File: src/hex_zero_run_text_decoder_assert.svh
// ----------------------------------------------------------------------------
// Assertion macros for the hex / zero-run text decoder
// Clocked concurrent assertion wrappers; empty when SYNTH is defined.
// ----------------------------------------------------------------------------
`ifndef HEX_ZERO_RUN_TEXT_DECODER_ASSERT_SVH
`define HEX_ZERO_RUN_TEXT_DECODER_ASSERT_SVH

`ifndef SYNTH
// assertion disabled while reset is held
`define HZD_ASSERT(lbl, clk_s, rst_s, prop, msg) \
  lbl: assert property (@(posedge clk_s) disable iff (!rst_s) prop) else $error(msg);
// assertion checked at every edge, reset included
`define HZD_ASSERT_ALWAYS(lbl, clk_s, prop, msg) \
  lbl: assert property (@(posedge clk_s) prop) else $error(msg);
`else
`define HZD_ASSERT(lbl, clk_s, rst_s, prop, msg)
`define HZD_ASSERT_ALWAYS(lbl, clk_s, prop, msg)
`endif

`endif

File: src/hzd_pkg.sv
// ----------------------------------------------------------------------------
// hzd_pkg
// Types, constants and helpers shared by the text decoder modules.
// ----------------------------------------------------------------------------
package hzd_pkg;

  localparam int LEN_W   = 24;            // length / count width
  localparam int ACC_W   = LEN_W + 1;     // run accumulator, saturates at 2^LEN_W
  localparam int PROD_W  = ACC_W + 5;     // digit (5 bits) times weight
  localparam int Q_DEPTH = 4;             // result queue entries
  localparam int Q_PTR_W = $clog2(Q_DEPTH);
  localparam int Q_CNT_W = $clog2(Q_DEPTH + 1);

  localparam logic [ACC_W-1:0] RUN_LIMIT = {1'b1, {LEN_W{1'b0}}};
  localparam logic [LEN_W-1:0] CAP_RESET = LEN_W'(4096);
  localparam logic [4:0]       RADIX     = 5'd26;

  localparam logic [7:0] CH_NUL   = 8'h00;
  localparam logic [7:0] CH_0     = 8'h30;
  localparam logic [7:0] CH_9     = 8'h39;
  localparam logic [7:0] CH_UA    = 8'h41;
  localparam logic [7:0] CH_UF    = 8'h46;
  localparam logic [7:0] CH_LA    = 8'h61;
  localparam logic [7:0] CH_LZ    = 8'h7a;
  localparam logic [7:0] HEX_A_OFS = 8'h37;   // 'A' - 10

  typedef enum logic [2:0] {
    PH_IDLE = 3'b001,
    PH_HEX2 = 3'b010,
    PH_RUN  = 3'b100
  } phase_t;

  typedef enum logic [1:0] {
    K_DATA = 2'd0,
    K_RUN  = 2'd1,
    K_END  = 2'd2,
    K_ERR  = 2'd3
  } kind_t;

  typedef struct packed {
    phase_t             phase;
    logic [3:0]         hn;
    logic [ACC_W-1:0]   acc;
    logic [ACC_W-1:0]   wt;
    logic [LEN_W-1:0]   cnt;
  } dec_state_t;

  typedef struct packed {
    kind_t              kind;
    logic [7:0]         data;
    logic [LEN_W-1:0]   run;
    logic [LEN_W-1:0]   len;
    logic               last;
  } result_t;

  localparam dec_state_t CLEAR_ST = '{
    phase: PH_IDLE,
    hn:    4'd0,
    acc:   '0,
    wt:    ACC_W'(1),
    cnt:   '0
  };

  function automatic result_t mk_res(kind_t k, logic [7:0] d, logic [LEN_W-1:0] r,
                                     logic [LEN_W-1:0] l, logic lst);
    result_t res;
    res.kind = k;
    res.data = d;
    res.run  = r;
    res.len  = l;
    res.last = lst;
    return res;
  endfunction

endpackage

File: src/hzd_step.sv
// ----------------------------------------------------------------------------
// hzd_step
// Next-state and result logic for one character: up to two results.
// ----------------------------------------------------------------------------
module hzd_step
  import hzd_pkg::*;
(
  input  dec_state_t       st_i,
  input  logic [7:0]       char_i,
  input  logic [LEN_W-1:0] cap_i,
  output dec_state_t       st_o,
  output result_t          res0_o,
  output result_t          res1_o,
  output logic [1:0]       num_o
);

  logic              is_dec, is_uhex, hex_v, letter;
  logic [3:0]        hex_n;
  logic [7:0]        hex_diff;
  logic [7:0]        let_diff;
  logic [4:0]        digit;
  logic [ACC_W-1:0]  acc_base, wt_base;
  logic [PROD_W-1:0] prod, acc_sum, wt_prod;
  logic [ACC_W-1:0]  acc_sat, wt_sat;
  logic [ACC_W:0]    cnt_p1;
  logic [ACC_W:0]    total;
  logic [LEN_W-1:0]  cnt_w;
  logic              go_idle;
  result_t           close_r;

  assign is_dec   = (char_i >= CH_0)  && (char_i <= CH_9);
  assign is_uhex  = (char_i >= CH_UA) && (char_i <= CH_UF);
  assign hex_v    = is_dec || is_uhex;
  assign hex_diff = is_dec ? (char_i - CH_0) : (char_i - HEX_A_OFS);
  assign hex_n    = hex_diff[3:0];
  assign letter   = (char_i >= CH_LA) && (char_i <= CH_LZ);
  assign let_diff = char_i - CH_LA;
  assign digit    = let_diff[4:0];

  // a letter in a run continues it; a letter from idle starts a fresh run
  assign acc_base = (st_i.phase == PH_RUN) ? st_i.acc : '0;
  assign wt_base  = (st_i.phase == PH_RUN) ? st_i.wt  : ACC_W'(1);

  assign prod    = PROD_W'(digit) * PROD_W'(wt_base);
  assign acc_sum = PROD_W'(acc_base) + prod;
  assign acc_sat = (acc_sum > PROD_W'(RUN_LIMIT)) ? RUN_LIMIT : acc_sum[ACC_W-1:0];
  assign wt_prod = PROD_W'(wt_base) * PROD_W'(RADIX);
  assign wt_sat  = (wt_prod > PROD_W'(RUN_LIMIT)) ? RUN_LIMIT : wt_prod[ACC_W-1:0];

  assign cnt_p1 = (ACC_W + 1)'(st_i.cnt) + (ACC_W + 1)'(1);
  assign total  = (ACC_W + 1)'(st_i.cnt) + (ACC_W + 1)'(st_i.acc);

  always_comb begin
    st_o    = st_i;
    res0_o  = '0;
    res1_o  = '0;
    num_o   = 2'd0;
    cnt_w   = st_i.cnt;
    go_idle = 1'b0;
    close_r = '0;

    case (st_i.phase)
      PH_HEX2: begin
        if (!hex_v || (cnt_p1 > (ACC_W + 1)'(cap_i))) begin
          res0_o = mk_res(K_ERR, 8'd0, '0, st_i.cnt, 1'b1);
          num_o  = 2'd1;
          st_o   = CLEAR_ST;
        end else begin
          st_o.cnt   = cnt_p1[LEN_W-1:0];
          st_o.phase = PH_IDLE;
          st_o.hn    = 4'd0;
          res0_o     = mk_res(K_DATA, {st_i.hn, hex_n}, '0, cnt_p1[LEN_W-1:0], 1'b0);
          num_o      = 2'd1;
        end
      end
      PH_RUN: begin
        if (letter) begin
          st_o.acc = acc_sat;
          st_o.wt  = wt_sat;
        end else if (total > (ACC_W + 1)'(cap_i)) begin
          // closing character is dropped with the error
          res0_o = mk_res(K_ERR, 8'd0, '0, st_i.cnt, 1'b1);
          num_o  = 2'd1;
          st_o   = CLEAR_ST;
        end else begin
          cnt_w   = total[LEN_W-1:0];
          res0_o  = mk_res(K_RUN, 8'd0, st_i.acc[LEN_W-1:0], cnt_w, 1'b0);
          num_o   = 2'd1;
          go_idle = 1'b1;
        end
      end
      default: begin
        go_idle = 1'b1;
      end
    endcase

    if (go_idle) begin
      st_o.phase = PH_IDLE;
      st_o.acc   = '0;
      st_o.wt    = ACC_W'(1);
      st_o.cnt   = cnt_w;
      if (char_i == CH_NUL) begin
        close_r = mk_res(K_END, 8'd0, '0, cnt_w, 1'b1);
      end else if (hex_v) begin
        st_o.hn    = hex_n;
        st_o.phase = PH_HEX2;
      end else if (letter) begin
        st_o.acc   = acc_sat;
        st_o.wt    = wt_sat;
        st_o.phase = PH_RUN;
      end else if ((ACC_W + 1)'(cnt_w) > (ACC_W + 1)'(cap_i)) begin
        close_r = mk_res(K_ERR, 8'd0, '0, cnt_w, 1'b1);
      end else begin
        close_r = mk_res(K_END, 8'd0, '0, cnt_w, 1'b1);
      end

      if (close_r.last) begin
        st_o = CLEAR_ST;
        if (num_o == 2'd0) begin
          res0_o = close_r;
        end else begin
          res1_o = close_r;
        end
        num_o = num_o + 2'd1;
      end
    end
  end

endmodule

File: src/hzd_outq.sv
// ----------------------------------------------------------------------------
// hzd_outq
// Small result queue: takes up to two results a cycle, hands out one per pop.
// ----------------------------------------------------------------------------
module hzd_outq
  import hzd_pkg::*;
(
  input  logic               clk,
  input  logic               rst_n,
  input  logic [1:0]         push_num,
  input  result_t            push0,
  input  result_t            push1,
  input  logic               pop,
  output result_t            head,
  output logic               not_empty,
  output logic [Q_CNT_W-1:0] count
);

  result_t              mem_r [Q_DEPTH];
  logic [Q_PTR_W-1:0]   wptr_r, wptr_nxt, rptr_r, rptr_nxt;
  logic [Q_CNT_W-1:0]   cnt_r, cnt_nxt;
  logic [Q_PTR_W-1:0]   wptr_p1;
  logic                 do_pop;

  assign do_pop  = pop && (cnt_r != '0);
  assign wptr_p1 = wptr_r + Q_PTR_W'(1);

  always_comb begin
    wptr_nxt = wptr_r + Q_PTR_W'(push_num);
    rptr_nxt = do_pop ? (rptr_r + Q_PTR_W'(1)) : rptr_r;
    cnt_nxt  = cnt_r + Q_CNT_W'(push_num) - Q_CNT_W'(do_pop);
  end

  always_ff @(posedge clk) begin
    if (!rst_n) begin
      wptr_r <= '0;
      rptr_r <= '0;
      cnt_r  <= '0;
    end else begin
      wptr_r <= wptr_nxt;
      rptr_r <= rptr_nxt;
      cnt_r  <= cnt_nxt;
    end
  end

  always_ff @(posedge clk) begin
    if (push_num != 2'd0) begin
      mem_r[wptr_r] <= push0;
    end
    if (push_num == 2'd2) begin
      mem_r[wptr_p1] <= push1;
    end
  end

  assign head      = mem_r[rptr_r];
  assign not_empty = (cnt_r != '0);
  assign count     = cnt_r;

endmodule

File: src/hex_zero_run_text_decoder.sv
// ----------------------------------------------------------------------------
// hex_zero_run_text_decoder
// Text to binary decoder: hex byte pairs and base-26 zero-run letters.
// ----------------------------------------------------------------------------
// One character is taken per transfer and one character can be taken every
// clock cycle while in_stall is low. A character waits in the input register,
// where the decode logic works out the next string state and up to two
// results, which go into a four-entry result queue as it leaves; results are
// handed out from the queue head in order, one result a cycle while out_stall
// is low. The only character that gives two results is one that both closes a
// zero run and ends the string. The input register moves on while the queue
// holds two results or fewer; beyond that in_stall is raised until results are
// taken. The capacity register is written through the cfg_ channel (always
// ready); the user must write it only between strings, which the block does
// not enforce; reset sets it to 4096.
// A result with out_last set (end or error) closes the string and the next
// character starts a new one.
// ----------------------------------------------------------------------------
`include "hex_zero_run_text_decoder_assert.svh"

module hex_zero_run_text_decoder
  import hzd_pkg::*;
(
  input  logic             clk,
  input  logic             rst_n,
  // character input
  input  logic             in_valid,
  output logic             in_stall,
  input  logic [7:0]       in_text_char,
  // results
  output logic             out_valid,
  input  logic             out_stall,
  output logic [1:0]       out_kind,
  output logic [7:0]       out_data_byte,
  output logic [LEN_W-1:0] out_run_length,
  output logic [LEN_W-1:0] out_decoded_length,
  output logic             out_last,
  // capacity register write
  input  logic             cfg_valid,
  output logic             cfg_ready,
  input  logic [LEN_W-1:0] cfg_data
);

  // input register
  logic             in_v_r, in_v_nxt;
  logic [7:0]       char_r;

  // string state and capacity
  dec_state_t       st_r, st_nxt;
  logic [LEN_W-1:0] cap_r;

  // decode results
  result_t          res0, res1;
  logic [1:0]       res_num;
  logic [1:0]       push_num;
  logic             adv;
  logic             closing;

  // queue
  result_t              q_head;
  logic                 q_valid;
  logic [Q_CNT_W-1:0]   q_cnt;
  logic                 in_take;

  // stage advances when the queue can take two more results for sure
  assign adv      = in_v_r && (q_cnt <= Q_CNT_W'(Q_DEPTH - 2));
  assign in_stall = in_v_r && !adv;
  assign in_take  = in_valid && !in_stall;
  assign push_num = adv ? res_num : 2'd0;
  assign closing  = adv && (((res_num != 2'd0) && res0.last) ||
                            ((res_num == 2'd2) && res1.last));

  assign in_v_nxt = in_take ? 1'b1 : (adv ? 1'b0 : in_v_r);

  always_ff @(posedge clk) begin
    if (!rst_n) begin
      in_v_r <= 1'b0;
    end else begin
      in_v_r <= in_v_nxt;
    end
  end

  always_ff @(posedge clk) begin
    if (in_take) begin
      char_r <= in_text_char;
    end
  end

  hzd_step u_step (
    .st_i   (st_r),
    .char_i (char_r),
    .cap_i  (cap_r),
    .st_o   (st_nxt),
    .res0_o (res0),
    .res1_o (res1),
    .num_o  (res_num)
  );

  always_ff @(posedge clk) begin
    if (!rst_n) begin
      st_r <= CLEAR_ST;
    end else if (adv) begin
      st_r <= st_nxt;
    end
  end

  // capacity register
  assign cfg_ready = 1'b1;

  always_ff @(posedge clk) begin
    if (!rst_n) begin
      cap_r <= CAP_RESET;
    end else if (cfg_valid && cfg_ready) begin
      cap_r <= cfg_data;
    end
  end

  hzd_outq u_outq (
    .clk       (clk),
    .rst_n     (rst_n),
    .push_num  (push_num),
    .push0     (res0),
    .push1     (res1),
    .pop       (!out_stall),
    .head      (q_head),
    .not_empty (q_valid),
    .count     (q_cnt)
  );

  assign out_valid          = q_valid;
  assign out_kind           = q_head.kind;
  assign out_data_byte      = q_head.data;
  assign out_run_length     = q_head.run;
  assign out_decoded_length = q_head.len;
  assign out_last           = q_head.last;

  // queue never overfills; the count is unknown until the first reset edge
  `HZD_ASSERT_ALWAYS(a_q_bound, clk, !rst_n || (q_cnt <= Q_CNT_W'(Q_DEPTH)), "result queue overflow")
  // a held character stays put while the stage waits
  `HZD_ASSERT(a_hold, clk, rst_n, in_v_r && !adv |=> in_v_r && $stable(char_r), "input register lost a character")
  // end or error leaves a clean string state behind
  `HZD_ASSERT(a_close, clk, rst_n, closing |=> (st_r.phase == PH_IDLE) && (st_r.cnt == '0), "string not cleared after close")

endmodule

File: config.mk
export PLATFORM = sky130hd
export DESIGN_NAME = hex_zero_run_text_decoder
export DESIGN_NICKNAME = d
export VERILOG_FILES = /design/src/hzd_pkg.sv /design/src/hzd_step.sv /design/src/hzd_outq.sv /design/src/hex_zero_run_text_decoder.sv
export VERILOG_INCLUDE_DIRS = /design/src /design/src/src
export SDC_FILE = /design/constraint.sdc
export NUM_CORES = 1
export LEC_CHECK = 0
export BUFFER_PORTS_ARGS = -buffer_cell sky130_fd_sc_hd__buf_2
export CORE_ASPECT_RATIO = 1.1
export CORE_UTILIZATION = 64
export DETAILED_ROUTE_END_ITERATION = 8
export PLACE_DENSITY_LB_ADDON = 0.25
export SLEW_MARGIN = 5
export SYNTH_ARGS = -nofsm -noshare
export SYNTH_HDL_FRONTEND = slang
export SYNTH_HIERARCHICAL = 1
export SYNTH_SLANG_ARGS = --single-unit
export TNS_END_PERCENT = 100
File: constraint.sdc
create_clock -name clk -period 12.7 [get_ports clk]
set_clock_uncertainty 0.2 [all_clocks]
set_input_delay 1.905 -clock clk [delete_from_list [all_inputs] [get_ports clk]]
set_output_delay 1.905 -clock clk [all_outputs]
set_load 0.05 [all_outputs]
==> impl_metrics.ini <==
[cts]
insertion_delay_ps = 580
cts.repair.resized = 0
cts_tree = yes
cts-buffers-inserted = 40
root_buffer = clkbuf_16
clk_pin_slew_ps = 60
h-tree-depth = 2
clockBufferDepth = 3
hold_buffers = 0
cts.sink_count = 359
post-cts-setup-buffers = 0

[global_route]
grt_use_met2_pct = 65.59
top_usage_layer = met2
gr-total-overflow = 0
grt_pass1_vias = 23670
grt_usage_pct = 36.74
gr-usage-met1_pct = 42.73
use_met3_pct = 4.971
antenna_found_initial = 2
grt_pass1_wl_mm = 134.8
grt_max_degree = 101

[worst_setup_path]
rr_endpoint = u_outq/mem_r[1][57]$_DFFE_PP_
crit_arrival_ps = 8750
reg2reg_setup_slack_ps = 4060
r2r_cells = 31
end_kind = register
cp-start-kind = register
critPathKind = reg -> reg
r2r-start = st_r[1]$_SDFFE_PN0P_
path_max_fanout = 36
cp_slowest_cell = nand3_2
slowest_delay_ps = 760
cp_data_required_time_ps = 12810

[detailed_routing]
drc = 0
routedWlPerCell_um = 24.05
via_count = 23340
drt_iter0_drc = 2245
firstDrtPassIters = 6
ant_nets = 0
vias_per_cell = 6.355
wl_mm = 88.29

[min_path]
hold_start = st_r[74]$_SDFFE_PN0P_
hold_end = st_r[74]$_SDFFE_PN0P_
hold_class = reg -> reg
hold_path_depth = 2

[sta]
worstMarginPinSlew_ps = 1137
finalCritPeriodShare_pct = 68.01
final_hold_viol_count = 0
fin_crit_ps = 8637
fmaxAchievable_mhz = 115.8
fin_tns_setup_ps = 0
rsz0062_at_grt = no
maxSlewViolCount = 0
fin_ws_ps = 4063
max_slew_margin_pct = 23.60
setup_viol = 0

[placement]
port_buffers = 97
gp_congestion = 1.041
pre_cts_ws_ps = 4316
place_area_sq_um = 30690
place_hpwl_mm = 65.03
placed_cells = 3597

[cells_and_area]
fin_nets = 3398
layout.cells.non_filler = 3672
final_core_util_pct = 68.63
area_growth_pct = 6.032
finalInstanceArea_sq_um = 32000
drive_gt1_share_pct = 17.69

[floorplanning]
fp.dieH_um = 229.8
die_w_um = 209.1
core.rowCount = 83
core_region_area_sq_um = 46630
die_area_sq_um = 48030
initial_core_util_pct = 64.72
num_io_pins = 99

[synthesis]
ys.flop_type = edfxtp_1
yosysWarnings = 6
synth-seq-area-share_pct = 31.91
synth.ff_latch_count = 359
synth_top_cell_by_area = edfxtp_1
synth_top_cell_area_share_pct = 24.28
syn_avg_cell_area_sq_um = 9.974
synthDistinctLibCells = 100
synthTopCellsByArea = edfxtp_1 (24%), ha_1 (8.3%), mux2_2 (8.1%)
mappedNetlistArea_sq_um = 30180
synthCells = 3026
synth_edf_count = 244
async_flop_share_pct = 0

[pwr]
leakagePower_nw = 13.94
vdd_drop_max_uv = 132.3
power_density_nw_per_um2 = 102.1

[outcome]
outcome = complete, no violations

[job]
cap_viol_max_count = 0
==> registers in the layout, indices dropped and copies added (netlist names), named ones only <==
name           cells
u_outq/mem_r     236
st_r              81
cap_r             24
char_r             8
u_outq/count       3
u_outq/rptr_r      2
u_outq/wptr_r      2
in_v_r             1
==> cell usage after synthesis, drive strengths merged (16+ instances only) <==
library cell,count
and2,47
and3,36
o21ai,125
fa,118
mux2i,115
nor2,133
nor2b,58
nand2,444
ha,199
mux4,59
o21a,20
nand3,40
clkbuf,69
o211ai,16
xor2,35
edfxtp,244
a22o,16
a221o,19
xnor2,54
inv,278
nor3,38
dfxtp,115
or2,31
a21oi,98
mux2,237
a21o,49
nand4,31
buf,111
==> metrics by stage <==
stage | hold WS, ps | power (W)
floorplan | 241.6 | 0.001960
global placement | 255.5 | 0.002105
detailed placement | 263.0 | 0.002117
CTS | 271.1 | 0.003280
global route | 294.0 | 0.003359
finish | 272.1 | 0.003267
==> layer usage <==
layer  vias up  routed length (um)  share of wire [%]
li1      10650                   -                  -
met1     11500               33540                 38
met2       916               44470                 50
met3       271                5255                6.0
met4         4                4953                5.6
met5         -                  73              0.083
==> cell type report <==
type | count | area (sq um)
Fill cell | 3596 | 14630
Clock buffer | 54 | 1095
Antenna cell | 1 | 2.502
Tap cell | 595 | 744.5
Timing Repair Buffer | 125 | 701.9
Inverter | 278 | 1044
Sequential cell | 359 | 9634
Clock inverter | 20 | 216.5
Multi-Input combinational cell | 2240 | 18560
==> power by group <==
group / internal, W / total (W) / switching, W
sequential: 0.00130 / 0.00134 / 0.0000474
clock: 0.000674 / 0.00117 / 0.000498
combinational: 0.000237 / 0.000752 / 0.000514
total: 0.00221 / 0.00327 / 0.00106
==> critical path, delay by kind of cell (launching register included) <==
kind,cells,cell delay [ps]
AO/OA/AOI/OAI,15,3230
adder cells (fa/ha/maj),3,970
buffers and inverters,1,80
flip-flops,1,550
multiplexers,1,360
AND/OR/NAND/NOR,11,2960
==> worst max path at each step <==
stage                                          to                  from  depth (start not counted)
floorplan            u_outq/mem_r[0][0]$_DFFE_PP_  st_r[0]$_SDFFE_PN0P_                         24
global placement    u_outq/mem_r[3][57]$_DFFE_PP_  st_r[1]$_SDFFE_PN0P_                         33
detailed placement  u_outq/mem_r[0][57]$_DFFE_PP_  st_r[2]$_SDFFE_PN0P_                         31
CTS                 u_outq/mem_r[0][57]$_DFFE_PP_  st_r[1]$_SDFFE_PN0P_                         31
global route        u_outq/mem_r[1][57]$_DFFE_PP_  st_r[1]$_SDFFE_PN0P_                         30
finish              u_outq/mem_r[1][57]$_DFFE_PP_  st_r[1]$_SDFFE_PN0P_                         31
==> logic make-up (layout without fill, tap and decap cells) <==
| kind of cell | after synthesis | in the layout | share of synthesized area [%] |
|---|---|---|---|
| AOI/OAI and AO/OA | 455 | 455 | 10.15 |
| xor gates and xnor gates | 91 | 91 | 2.732 |
| adders and majority gates | 317 | 317 | 16.08 |
| buffers and inverters | 458 | 477 | 7.185 |
| DFF | 359 | 359 | 31.91 |
| muxes | 411 | 411 | 17.18 |
| other | 2 | 34 | 0.02488 |
| and+or+nand+nor | 933 | 933 | 14.74 |
==> placed cells by master, fill, tap and decap left out, types with 19 or more instances in the layout <==
master	Yosys	final
a21o_1	49	49
a21oi_1	95	95
a221o_1	19	19
and2_1	46	45
and3_1	33	33
buf_2	46	96
buf_4	45	28
clkbuf_16	0	41
conb_1	2	33
dfxtp_1	115	113
edfxtp_1	244	244
fa_1	118	118
ha_1	199	199
inv_1	277	277
mux2_2	217	217
mux2i_1	115	115
mux4_2	59	59
nand2_1	444	444
nand3_1	38	37
nand4_1	31	31
nor2_1	132	129
nor2b_1	58	58
nor3_1	35	35
o21a_1	20	20
o21ai_0	97	96
o21ai_1	25	25
or2_2	29	29
xnor2_1	54	54
xor2_1	35	35
Power figures use the tool's default switching activity.
